===== config.mk =====
export PLATFORM = sky130hd
export DESIGN_NAME = sector_cache_clock_replacement
export DESIGN_NICKNAME = d
export VERILOG_FILES = /design/src/rtl/scc_pkg.sv /design/src/rtl/sector_cache_clock_replacement.sv /design/src/rtl/scc_tag_store.sv
export SDC_FILE = /design/constraint.sdc
export NUM_CORES = 2
export LEC_CHECK = 0
export BUFFER_PORTS_ARGS = -buffer_cell sky130_fd_sc_hd__buf_2
export CORE_MARGIN = 2
export CORE_UTILIZATION = 35
export CTS_CLUSTER_SIZE = 28
export DETAILED_ROUTE_END_ITERATION = 6
export GPL_TIMING_DRIVEN = 0
export PLACE_DENSITY_LB_ADDON = 0.1
export SYNTH_ARGS = -nofsm -noshare
export SYNTH_HDL_FRONTEND = slang
export SYNTH_SLANG_ARGS = --single-unit

===== constraint.sdc =====
create_clock -name clk -period 14.95 [get_ports clk]
set_input_delay 0.7475 -clock clk [delete_from_list [all_inputs] [get_ports clk]]
set_output_delay 0.7475 -clock clk [all_outputs]
set_load 0.05 [all_outputs]

===== src/rtl/scc_pkg.sv =====
// ----------------------------------------------------------------------------
// scc_pkg
// Shared types and codes for the sector cache tag and clock-replacement store.
// ----------------------------------------------------------------------------
package scc_pkg;

	localparam int ENTRIES_DEFAULT = 64;
	localparam int SECTOR_W        = 32;
	localparam int INDEX_W         = 6;

	// Request function codes.
	localparam logic [1:0] FUNC_READ  = 2'd0;
	localparam logic [1:0] FUNC_WRITE = 2'd1;
	localparam logic [1:0] FUNC_FLUSH = 2'd2;

	// Response kinds.
	localparam logic [1:0] RESP_HIT      = 2'd0;
	localparam logic [1:0] RESP_MISS     = 2'd1;
	localparam logic [1:0] RESP_FLUSH_WB = 2'd2;
	localparam logic [1:0] RESP_FLUSH_NO = 2'd3;

	typedef struct packed {
		logic [1:0]          func;
		logic [SECTOR_W-1:0] sector_number;
	} req_t;

	typedef struct packed {
		logic [1:0]          response_kind;
		logic [INDEX_W-1:0]  entry_index;
		logic                writeback_valid;
		logic [SECTOR_W-1:0] writeback_sector;
		logic                last_item;
	} rsp_t;

	typedef enum logic [2:0] {
		ST_IDLE,
		ST_LOOKUP,
		ST_SWEEP,
		ST_READ_OLD,
		ST_FILL,
		ST_FLUSH,
		ST_FLUSH_NONE
	} state_t;

endpackage


===== src/rtl/sector_cache_clock_replacement.sv =====
// ----------------------------------------------------------------------------
// sector_cache_clock_replacement
// Tag and clock (second-chance) replacement store of a fully associative
// disk-sector cache, with flush write-back reporting.
// ----------------------------------------------------------------------------
//
//  Channel | Valid      | Stall      | Payload | Carries
//  --------+------------+------------+---------+------------------------------
//  request | req_valid  | req_stall  | req     | function and sector number
//  result  | rsp_valid  | rsp_stall  | rsp     | kind, entry, write-back, last
//
// The tag memory is scanned one entry per cycle through its single read port,
// with the compare made in the cycle after the address. A hit ends the scan
// at its entry; a miss scans every entry and fills the lowest free one, or on
// a full store first runs the clock sweep and reads the victim's old tag. A
// flush reports each dirty entry as the scan reaches it, and a flush with
// nothing dirty answers without a scan. The next request is accepted in the
// cycle after the final result is loaded. Reset clears the valid, dirty and
// reference flags and the hand at once, so no clearing pass is needed; the
// tags themselves are not reset. A stalled result holds the scan, and one
// transaction is worked on at a time.
// ----------------------------------------------------------------------------
module sector_cache_clock_replacement import scc_pkg::*; #(
	parameter int ENTRIES = ENTRIES_DEFAULT
) (
	input  logic clk,
	input  logic arst_n,
	input  logic req_valid,
	output logic req_stall,
	input  req_t req,
	output logic rsp_valid,
	input  logic rsp_stall,
	output rsp_t rsp
);

	localparam int IW = (ENTRIES > 1) ? $clog2(ENTRIES) : 1;
	localparam int CW = IW + 1;
	localparam logic [IW-1:0] LAST_IDX = IW'(ENTRIES - 1);
	localparam logic [CW-1:0] CNT_END  = CW'(ENTRIES);

	state_t state_q, state_d;

	// Captured request.
	req_t req_q;

	// Scan pipeline: issue counter, then the registered read stage.
	logic [CW-1:0] issue_q;
	logic          rv_s1;
	logic [IW-1:0] idx_s1;

	// Replacement state.
	logic               inv_found_q;
	logic [IW-1:0]      victim_q;
	logic [IW-1:0]      hand_q;
	logic [ENTRIES-1:0] valid_q;
	logic [ENTRIES-1:0] dirty_q;
	logic [ENTRIES-1:0] ref_q;

	// Result register.
	rsp_t rsp_q;
	logic rsp_valid_q;

	// Control from the next-state logic.
	logic          rd_en;
	logic [IW-1:0] rd_addr;
	logic          issue_step;
	logic          pipe_hold;
	logic          emit;
	rsp_t          rsp_d;
	logic          wr_en;

	// Tag store outputs.
	logic [SECTOR_W-1:0] tag_s1;
	logic                match_s1;

	logic               out_free;
	logic               hit_s1;
	logic [ENTRIES-1:0] dirty_valid;
	logic [ENTRIES-1:0] dirty_rest;
	logic               flush_last;
	logic               victim_wb;
	logic [IW-1:0]      hand_next;

	scc_tag_store #(
		.ENTRIES (ENTRIES)
	) u_tag_store (
		.clk     (clk),
		.rd_en   (rd_en),
		.rd_addr (rd_addr),
		.wr_en   (wr_en),
		.wr_addr (victim_q),
		.wr_tag  (req_q.sector_number),
		.key     (req_q.sector_number),
		.tag     (tag_s1),
		.match   (match_s1)
	);

	// The result register may take a new transaction when empty or draining.
	assign out_free = !rsp_valid_q || !rsp_stall;

	assign hit_s1      = rv_s1 && valid_q[idx_s1] && match_s1;
	assign dirty_valid = valid_q & dirty_q;
	// Dirty entries left once the one in the read stage has been reported.
	assign dirty_rest  = dirty_valid & ~({{(ENTRIES-1){1'b0}}, 1'b1} << idx_s1);
	assign flush_last  = (dirty_rest == '0);
	assign victim_wb   = valid_q[victim_q] && dirty_q[victim_q];
	assign hand_next   = (hand_q == LAST_IDX) ? '0 : hand_q + 1'b1;

	assign req_stall = (state_q != ST_IDLE);
	assign rsp_valid = rsp_valid_q;
	assign rsp       = rsp_q;

	always_ff @(posedge clk or negedge arst_n) begin
		if (!arst_n) begin
			state_q <= ST_IDLE;
		end else begin
			state_q <= state_d;
		end
	end

	always_comb begin
		state_d    = state_q;
		rd_en      = 1'b0;
		rd_addr    = issue_q[IW-1:0];
		issue_step = 1'b0;
		pipe_hold  = 1'b0;
		emit       = 1'b0;
		rsp_d      = '0;
		wr_en      = 1'b0;
		case (state_q)
			ST_IDLE: begin
				if (req_valid) begin
					case (req.func)
						FUNC_READ, FUNC_WRITE: begin
							state_d = ST_LOOKUP;
						end
						FUNC_FLUSH: begin
							state_d = (|dirty_valid) ? ST_FLUSH : ST_FLUSH_NONE;
						end
						default: begin
							state_d = ST_IDLE;
						end
					endcase
				end
			end
			ST_LOOKUP: begin
				if (issue_q != CNT_END) begin
					rd_en      = 1'b1;
					issue_step = 1'b1;
				end
				if (hit_s1) begin
					if (out_free) begin
						emit                = 1'b1;
						rsp_d.response_kind = RESP_HIT;
						rsp_d.entry_index   = INDEX_W'(idx_s1);
						rsp_d.last_item     = 1'b1;
						state_d             = ST_IDLE;
					end else begin
						pipe_hold  = 1'b1;
						rd_en      = 1'b0;
						issue_step = 1'b0;
					end
				end else if (rv_s1 && idx_s1 == LAST_IDX) begin
					// Miss: an invalid entry wins, otherwise the hand sweeps.
					state_d = (inv_found_q || !valid_q[idx_s1]) ? ST_FILL : ST_SWEEP;
				end
			end
			ST_SWEEP: begin
				if (!ref_q[hand_q]) begin
					state_d = ST_READ_OLD;
				end
			end
			ST_READ_OLD: begin
				rd_en   = 1'b1;
				rd_addr = victim_q;
				state_d = ST_FILL;
			end
			ST_FILL: begin
				if (out_free) begin
					emit                   = 1'b1;
					wr_en                  = 1'b1;
					rsp_d.response_kind    = RESP_MISS;
					rsp_d.entry_index      = INDEX_W'(victim_q);
					rsp_d.writeback_valid  = victim_wb;
					rsp_d.writeback_sector = victim_wb ? tag_s1 : '0;
					rsp_d.last_item        = 1'b1;
					state_d                = ST_IDLE;
				end
			end
			ST_FLUSH: begin
				if (issue_q != CNT_END) begin
					rd_en      = 1'b1;
					issue_step = 1'b1;
				end
				if (rv_s1 && dirty_valid[idx_s1]) begin
					if (out_free) begin
						emit                   = 1'b1;
						rsp_d.response_kind    = RESP_FLUSH_WB;
						rsp_d.entry_index      = INDEX_W'(idx_s1);
						rsp_d.writeback_valid  = 1'b1;
						rsp_d.writeback_sector = tag_s1;
						rsp_d.last_item        = flush_last;
						if (flush_last) begin
							state_d = ST_IDLE;
						end
					end else begin
						pipe_hold  = 1'b1;
						rd_en      = 1'b0;
						issue_step = 1'b0;
					end
				end
			end
			ST_FLUSH_NONE: begin
				if (out_free) begin
					emit                = 1'b1;
					rsp_d.response_kind = RESP_FLUSH_NO;
					rsp_d.last_item     = 1'b1;
					state_d             = ST_IDLE;
				end
			end
			default: begin
				state_d = ST_IDLE;
			end
		endcase
	end

	// Request capture and the scan read stage.
	always_ff @(posedge clk or negedge arst_n) begin
		if (!arst_n) begin
			issue_q <= '0;
			rv_s1   <= 1'b0;
		end else begin
			if (state_q == ST_IDLE) begin
				issue_q <= '0;
			end else if (issue_step) begin
				issue_q <= issue_q + 1'b1;
			end
			if (!pipe_hold) begin
				rv_s1 <= rd_en && (state_q == ST_LOOKUP || state_q == ST_FLUSH);
			end
		end
	end

	always_ff @(posedge clk) begin
		if (state_q == ST_IDLE && req_valid) begin
			req_q <= req;
		end
		if (!pipe_hold) begin
			idx_s1 <= issue_q[IW-1:0];
		end
	end

	// Victim selection and the clock hand.
	always_ff @(posedge clk or negedge arst_n) begin
		if (!arst_n) begin
			inv_found_q <= 1'b0;
			victim_q    <= '0;
			hand_q      <= '0;
		end else begin
			case (state_q)
				ST_IDLE: begin
					inv_found_q <= 1'b0;
				end
				ST_LOOKUP: begin
					// Remember the lowest invalid entry seen by the scan.
					if (rv_s1 && !valid_q[idx_s1] && !inv_found_q) begin
						inv_found_q <= 1'b1;
						victim_q    <= idx_s1;
					end
				end
				ST_SWEEP: begin
					hand_q <= hand_next;
					if (!ref_q[hand_q]) begin
						victim_q <= hand_q;
					end
				end
				default: begin
				end
			endcase
		end
	end

	// Per-entry valid, dirty and reference flags.
	always_ff @(posedge clk or negedge arst_n) begin
		if (!arst_n) begin
			valid_q <= '0;
			dirty_q <= '0;
			ref_q   <= '0;
		end else begin
			case (state_q)
				ST_LOOKUP: begin
					if (hit_s1 && out_free) begin
						ref_q[idx_s1] <= 1'b1;
						if (req_q.func == FUNC_WRITE) begin
							dirty_q[idx_s1] <= 1'b1;
						end
					end
				end
				ST_SWEEP: begin
					// Second chance: a set reference bit is cleared as the hand passes.
					if (ref_q[hand_q]) begin
						ref_q[hand_q] <= 1'b0;
					end
				end
				ST_FILL: begin
					if (out_free) begin
						valid_q[victim_q] <= 1'b1;
						dirty_q[victim_q] <= (req_q.func == FUNC_WRITE);
						ref_q[victim_q]   <= 1'b1;
					end
				end
				ST_FLUSH: begin
					if (emit) begin
						if (flush_last) begin
							valid_q <= '0;
							dirty_q <= '0;
							ref_q   <= '0;
						end else begin
							dirty_q[idx_s1] <= 1'b0;
						end
					end
				end
				ST_FLUSH_NONE: begin
					if (out_free) begin
						valid_q <= '0;
						dirty_q <= '0;
						ref_q   <= '0;
					end
				end
				default: begin
				end
			endcase
		end
	end

	// Result register: loads a new transaction only when it is free.
	always_ff @(posedge clk or negedge arst_n) begin
		if (!arst_n) begin
			rsp_valid_q <= 1'b0;
		end else if (emit) begin
			rsp_valid_q <= 1'b1;
		end else if (!rsp_stall) begin
			rsp_valid_q <= 1'b0;
		end
	end

	always_ff @(posedge clk) begin
		if (emit) begin
			rsp_q <= rsp_d;
		end
	end

endmodule


===== src/rtl/scc_tag_store.sv =====
// ----------------------------------------------------------------------------
// scc_tag_store
// Sector tag memory with a registered read port and a tag comparator.
// ----------------------------------------------------------------------------
module scc_tag_store import scc_pkg::*; #(
	parameter int ENTRIES = ENTRIES_DEFAULT
) (
	input  logic                        clk,
	input  logic                        rd_en,
	input  logic [$clog2(ENTRIES)-1:0] rd_addr,
	input  logic                        wr_en,
	input  logic [$clog2(ENTRIES)-1:0] wr_addr,
	input  logic [SECTOR_W-1:0]         wr_tag,
	input  logic [SECTOR_W-1:0]         key,
	output logic [SECTOR_W-1:0]         tag,
	output logic                        match
);

	logic [SECTOR_W-1:0] mem [ENTRIES];
	logic [SECTOR_W-1:0] rdata_q;

	// Tags are payload: no reset, an entry is only looked at once written.
	always_ff @(posedge clk) begin
		if (wr_en) begin
			mem[wr_addr] <= wr_tag;
		end
		if (rd_en) begin
			rdata_q <= mem[rd_addr];
		end
	end

	assign tag   = rdata_q;
	assign match = (rdata_q == key);

endmodule


==> Word-level counts from Yosys, hierarchy flattened <==
Memories as Yosys holds them, arrays and structs flattened. A register that Yosys moved wholly into a read port is not among the register bits.
Cells that the tools add are included.
{ "totals": {"ramBits": 2048, "register_bits": 299, "inputBits": 38, "elab_cells": 188, "output_inout_bits": 44, "memories": 1} }
{ "mem_list": {"columns": ["memory", "depth", "word_bits", "rd", "rd_clocked_by_memory_dff", "wr", "line", "text"], "rows": [
  ["u_tag_store.mem", 64, 32, 1, 1, 1, "scc_tag_store.sv:19", "logic [SECTOR_W-1:0] mem [ENTRIES];"]
]} }
{ "classes": {"n_shift": 1, "addsub": 2, "order_cmp": 6, "bitwise": 11, "reduce_logical": 39, "n_eq_ne": 27, "muxes": 83} }
{ "ops": {"columns": ["cell", "count"], "rows": [
  ["$mux 64", 12],
  ["$pmux 64 s5", 1],
  ["$and 64x64->64", 4],
  ["$or 64x64->64", 4],
  ["$pmux 64 s4", 1],
  ["$not 64->64", 3],
  ["$pmux 64 s3", 1],
  ["$mux 42", 2],
  ["$pmux 33 s2", 1],
  ["$bwmux 64", 1],
  ["$logic_not 64->1", 1],
  ["$reduce_or 64->1", 1],
  ["$shl 1x6->64 const A", 1],
  ["$mux 41", 1],
  ["$mux 6", 6],
  ["$eq 32x32->1", 1],
  ["$mux 32", 1],
  ["$bmux 1 s6", 5],
  ["$mux 3", 9],
  ["$mux 1", 24],
  ["$lt 6x7->1 const B", 3],
  ["$demux 1 s6", 3],
  ["$ge 6x1->1 const B", 3],
  ["$ne 2x2->1 const B", 9],
  ["36 further kinds", 71]
]} }

==> Logic depth before layout (Yosys ltp) <==
{ "depth": {"ltp_word": 9, "depth_mapped": 16, "ltp_nobuf": 9} }

==> Cells and area by module <==
Synthesis repeated with hierarchy kept, for this count alone.
{ "unflattened": {"hier_cells": 5522, "hier_area_um2": 97932.7} }
{ "by_module_without_submodules": {"columns": ["module", "area_each_um2", "seq_area_each_um2", "cells_per_inst", "n_inst"], "rows": [
  ["scc_tag_store", 79236.0, 62459.9, 3368, 1],
  ["sector_cache_clock_replacement", 18696.7, 7892.6, 2154, 1]
]} }

==> Worst setup path after synthesis <==
No wires, ideal clock.
{ "synth_path": {"kind": "flip-flop to flip-flop", "start": "register idx_s1[1]", "end": "register u_tag_store.rdata_q[0] (netlist: u_tag_store.tag[0]) (read register of u_tag_store.mem) (enable)", "arrival_ps": 4543, "setup_ps": 466, "required_ps": 14484, "synth_period_minus_slack_ps": 5009, "setup_slack_ps": 9941, "stages_incl_launch_ff": 12, "path_buffers": 3, "path_cell_list": "edfxtp_1 > buf_6 > buf_6 > buf_2 > mux4_2 > mux2_2 > or3_1 > o211ai_1 > nor3_2 > o2bb2ai_1 > and2_1 > o21ai_0"} }
{ "synth_between": {"elab_chain_cells": 6, "word_cells_on_any_way": 10, "cone_classes": "mux (7); reduce/logical (3)"} }
{ "synth_rtl": {"columns": ["item", "line", "text"], "rows": [
  ["start: declaration", "sector_cache_clock_replacement.sv:49", "logic [IW-1:0] idx_s1;"],
  ["start signal: assignment", "sector_cache_clock_replacement.sv:249", "idx_s1 <= issue_q[IW-1:0];"],
  ["$bmux 1 s6", "sector_cache_clock_replacement.sv:101", "assign hit_s1 = rv_s1 && valid_q[idx_s1] && match_s1;"],
  ["$mux 1 (implied by the code)", "sector_cache_clock_replacement.sv:101", null],
  ["$logic_and 1x1->1 (2 in a row)", "sector_cache_clock_replacement.sv:101", null],
  ["$mux 1", "sector_cache_clock_replacement.sv:151", "if (hit_s1) begin"],
  ["$pmux 1 s3 *", "sector_cache_clock_replacement.sv:130", "case (state_q)"],
  ["net rd_en", "sector_cache_clock_replacement.sv:64", "logic rd_en;"],
  ["end: declaration", "scc_tag_store.sv:20", "logic [SECTOR_W-1:0] rdata_q;"]
]} }
The timed path passes the listed nets; every way through them passes the cells marked *. The select of a mux whose other input is x is not followed.
A chain may end at the register's enable or synchronous reset.

==> Final worst setup path <==
{ "layout_path": {"start": "register state_q[0]", "end": "register u_tag_store.rdata_q[18] (netlist: u_tag_store.tag[18]) (read register of u_tag_store.mem) (data pin)"} }
{ "layout_between": {"elab_chain_cells": 2, "word_cells_on_any_way": 5, "cone_classes": "eq/ne (3); mux (2)"} }
{ "layout_rtl": {"columns": ["item", "line", "text"], "rows": [
  ["start: declaration", "sector_cache_clock_replacement.sv:41", "state_t state_q, state_d;"],
  ["start signal: assignment", "sector_cache_clock_replacement.sv:117", "state_q <= state_d;"],
  ["$eq 3x3->1 (tied with other cells)", "sector_cache_clock_replacement.sv:130", null],
  ["$pmux 1 s3 or $mux 6 (tied branches)", "sector_cache_clock_replacement.sv:130", null]
]} }
Several ways; a longest one is shown, not always the timed one.

==> out/metrics.csv <==
metric,value,unit
run status,"complete, but fails checks",
violations in the final reports,"capacitance limit, slew limit",
Post-CTS Setup Inserts,0,
Final setup viols,0,
Yosys Warn Count,0,
number of port buffers,81,
commonest register cell after synthesis,sky130_fd_sc_hd__edfxtp_1,
DRC violation total after the first TritonRoute iteration,9225,
TritonCTS clock tree,yes,
Horiz. Die Dim,542,µm
# resized after CTS,0,
type of the worst min-delay path,input pin to register,
Clock Power Share,27.6,%
share of total power in sequential cells,35.1,%
min Tclk post-route,6.85,ns
flip-flop and latch count after synthesis,2379,
maximum ir drop on the vdd rail,125,µV
count of pins on the block boundary,82,
Routed WL,436,mm
drt first pass iters,6,
data required time at the worst endpoint,15.64,ns
worst r2r dst,u_tag_store.tag[18],
DR vias,75500,
total negative slack for setup checks,0,ns
wire length of the first global-routing pass,592,mm
placer congestion estimate,0.995,
"Net count, final",9243,
Power per Cell Area,199,mW/mm²
critical path capture point type,register,
Final HPWL DP,327,mm
initial antenna violation count,34,
depth of the worst hold-timing path,1,
Post-synth ARST share,9.12,%
Syn Nets,8655,
placeable core region,0.288,mm²
R2R Path Start,state_q[0],
Worst EP arrival,7.53,ns
fraction of the cycle the final worst path needs,45.8,%
pin count of the biggest net entering global routing,108,
worst slew slack as a fraction of its limit,-11.3,%
Hold Crit Endpoint,req_q[2],
# rows,197,
wire length per cell after detailed routing,33.0,µm
launch instance of the worst min-delay path,req[2],
Cell variety after synth,76,
clock transition at the registers of the reported paths,0.06,ns
RSZ-0062 raised after global routing,false,
logic gate share of total power,37.3,%
depth of the worst register-to-register path,14,
fraction of the yosys area taken by sequential cells,69.6,%
"Slew Viols, Final",15,
count of maximum capacitance violations,3,
insertion delay of the later-clocked pin in the worst-skew pair,0.92,ns
via count of the first global-routing pass,72100,
Final Hold Viols,0,
overall global routing resource usage,29.1,%
setup clock skew after layout,0.0455,ns
mean area per synthesized cell,11.7,µm²
switching power share of the total,42.2,%
largest fanout of any net on the critical path,10,
global route overflow,0,
ratio of routed vias to standard cells,5.72,
number of fill cells,26800,
proportion of layout cells with a drive suffix above 1,9.40,%
synthesized instance count,8614,
number of buffers inserted during clock tree synthesis,276,
final-layout worst hold slack,0.0786,ns
number of nets still failing antenna checks after routing,0,
Peak Freq,0.146,GHz
P_leak,41.4,nW
CTS Sinks,2379,
signed area change from the synthesized netlist to the final layout,19.4,%
initial standard-cell utilization of the core,35.2,%
net switching component of the power,10.1,mW
classification of the worst setup path,register to register,
post-synthesis instance area,0.101,mm²
Critical Path Source Type,register,
Bufs on Longest Clock Path,4,
slew at the pin closest to its max-slew limit,1.66,ns
"EDFF count, synth",2162,
internal power consumption,13.9,mW
Chip Height,542,µm
FF-to-FF setup slack,8.10,ns
clock tree root buffer cell,sky130_fd_sc_hd__clkbuf_16,
total number of H-tree levels,5,
total die area,0.293,mm²
DRC violations left,0,
[layout make-up]
cell class	count	area [µm²]	share of cell area [%]
flip-flops and latches	2379	70400	58.3
multi-input cells	5548	28600	23.7
clock buffers	335	7210	5.97
repair buffers	310	5620	4.65
well taps	3781	4730	3.92
plain buffers	677	2760	2.29
clock inverters	149	1470	1.22
inverters	10	37.5	0.0311
diodes	8	20.0	0.0166
[layout by cell type, fill, tap and decap left out, drive strengths merged, types with 36 or more instances in the layout]
cell,synthesis,layout
nand2,2437,2437
o211ai,49,49
nand3,1120,1120
clkinv,0,110
and3,135,135
nor2,239,239
dfrtp,217,217
a211oi,36,36
edfxtp,2162,2162
clkbuf,547,883
a31oi,131,131
a21oi,353,353
nor2b,47,47
buf,130,409
nand4,45,45
a22oi,66,66
o21ai,229,229
a311oi,323,323
[sequential cells by signal (all words and copies together), names as in the netlist]
| signal | cells |
|---|---|
| dirty_q | 64 |
| hand_q | 6 |
| idx_s1 | 6 |
| inv_found_q | 1 |
| issue_q | 7 |
| ref_q | 64 |
| req_q | 34 |
| rsp | 42 |
| rsp_valid | 1 |
| rv_s1 | 1 |
| state_q | 3 |
| u_tag_store.mem | 2048 |
| u_tag_store.tag | 32 |
| valid_q | 64 |
| victim_q | 6 |
[power by group through the flow]
stage | Clock, mW | Sequential (mW) | Combinational [mW]
5_1_grt | 6.98 | 8.43 | 9.39
3_5_place_dp | 0 | 8.52 | 8.81
4_1_cts | 6.74 | 8.39 | 8.84
2_1_floorplan | 0 | 8.47 | 4.22
3_3_place_gp | 0 | 8.98 | 7.99
6_report | 6.64 | 8.42 | 8.96
[logic make-up (layout without fill, tap and decap cells)]
kind of cell             count (synthesis)  after routing  synth area share [%]
other                                    0              8                     0
AND/OR/NAND/NOR                       4161           4161                  17.9
XOR/XNOR                                37             37                 0.320
flip-flops                            2379           2379                  69.6
AO/OA/AOI/OAI                         1279           1279                  8.41
multiplexers                            68             68                  1.03
buffers and inverters                  687           1481                  2.74
adder cells (fa/ha/maj)                  3              3                0.0371
[Yosys cell counts, types with 4 or more instances]
master                         n  area [µm²]
sky130_fd_sc_hd__nand4_1      45         282
sky130_fd_sc_hd__buf_1        61         229
sky130_fd_sc_hd__o2111ai_1     8        70.1
sky130_fd_sc_hd__nand3b_1      9        67.6
sky130_fd_sc_hd__nand3_1    1120        5610
sky130_fd_sc_hd__o31ai_1       4        30.0
sky130_fd_sc_hd__dfrtp_1     217        5430
sky130_fd_sc_hd__inv_1        10        37.5
sky130_fd_sc_hd__buf_6        13         146
sky130_fd_sc_hd__a22o_1       13         114
sky130_fd_sc_hd__nor3_1       16        80.1
sky130_fd_sc_hd__nor4_1       29         181
sky130_fd_sc_hd__and3_1      135         845
sky130_fd_sc_hd__or2_2         6        37.5
sky130_fd_sc_hd__edfxtp_1   2162       64900
sky130_fd_sc_hd__a31oi_1     131         820
sky130_fd_sc_hd__nor2_1      239         897
sky130_fd_sc_hd__nor2b_1      47         294
sky130_fd_sc_hd__a311oi_1    323        2830
sky130_fd_sc_hd__o311ai_1     29         254
sky130_fd_sc_hd__and3b_1       6        52.6
sky130_fd_sc_hd__o21ai_0     226        1130
sky130_fd_sc_hd__buf_2        46         230
sky130_fd_sc_hd__and4bb_2      6        75.1
sky130_fd_sc_hd__or3_1         9        56.3
sky130_fd_sc_hd__buf_4        10        75.1
sky130_fd_sc_hd__and4b_1       6        60.1
sky130_fd_sc_hd__nand2_1    2437        9150
sky130_fd_sc_hd__a22oi_1      65         488
sky130_fd_sc_hd__a211oi_1     36         270
sky130_fd_sc_hd__nor3b_1      10        75.1
sky130_fd_sc_hd__xnor2_1       6        52.6
sky130_fd_sc_hd__o22a_1        4        35.0
sky130_fd_sc_hd__mux4_2       28         631
sky130_fd_sc_hd__a221oi_1      5        43.8
sky130_fd_sc_hd__mux2i_1      34         340
sky130_fd_sc_hd__clkbuf_1    546        2050
sky130_fd_sc_hd__o211ai_1     49         368
sky130_fd_sc_hd__nand2b_1     11        68.8
sky130_fd_sc_hd__and2_1       14        87.6
sky130_fd_sc_hd__a21oi_1     353        1770
sky130_fd_sc_hd__mux2_2        6        67.6
sky130_fd_sc_hd__xor2_1       31         272
[stage by stage]
stage / power (mW) / cells / area, µm² / utilization, % / worst slack (ns)
finish: 24.0 / 13200 / 121000 / 42.0 / 8.10
global route: 24.8 / 13200 / 121000 / 42.0 / 8.14
CTS: 24.0 / 13200 / 121000 / 42.0 / 8.11
detailed placement: 17.3 / 12700 / 112000 / 38.8 / 8.15
global placement: 17.0 / 12500 / 106000 / 36.9 / 6.22
floorplan: 12.7 / 8614 / 101000 / - / 9.94
[critical path, cell delays in order, from the launching register on]
cell,delay [ns]
sky130_fd_sc_hd__dfrtp_1,0.37
sky130_fd_sc_hd__clkbuf_1,0.35
sky130_fd_sc_hd__and4b_1,0.32
sky130_fd_sc_hd__a21o_1,0.12
sky130_fd_sc_hd__buf_2,0.45
sky130_fd_sc_hd__clkbuf_2,0.74
sky130_fd_sc_hd__clkbuf_1,0.62
sky130_fd_sc_hd__clkbuf_1,0.93
sky130_fd_sc_hd__clkbuf_1,0.47
sky130_fd_sc_hd__nand2_1,0.11
sky130_fd_sc_hd__nand3_1,0.09
sky130_fd_sc_hd__nand3_1,0.15
sky130_fd_sc_hd__a31oi_1,1.11
sky130_fd_sc_hd__a21oi_1,0.35
sky130_fd_sc_hd__a21oi_1,0.38
[worst max-delay path by stage]
stage                     startpoint                   to  slack [ns]  cells past startpoint
after global routing      state_q[0]  u_tag_store.tag[17]        8.14                     14
after global placement    state_q[1]  u_tag_store.tag[24]        6.22                     11
after detailed placement  state_q[0]  u_tag_store.tag[17]        8.15                     14
final                     state_q[0]  u_tag_store.tag[18]        8.10                     14
after CTS                 state_q[0]  u_tag_store.tag[17]        8.11                     14
after floorplan            idx_s1[1]   u_tag_store.tag[0]        9.94                     11
[timing repair]
item | CTS | global route
hold endpoints to repair | 50 | 0
hold buffers | 30 | 0
setup endpoints to repair | 0 | 0
[metal layers]
| metal | share of wire (%) | GRT usage (%) | routed length [µm] | vias to the layer above |
|---|---|---|---|---|
| met2 | 47 | 46.9 | 203000 | 3281 |
| met5 | 0.011 | 0 | 46 | - |
| li1 | - | - | - | 33000 |
| met1 | 41 | 38.0 | 177000 | 38400 |
| met4 | 5.6 | 14.1 | 24500 | 8 |
| met3 | 7.2 | 4.74 | 31200 | 762 |
(Power assumes the default switching activity.)
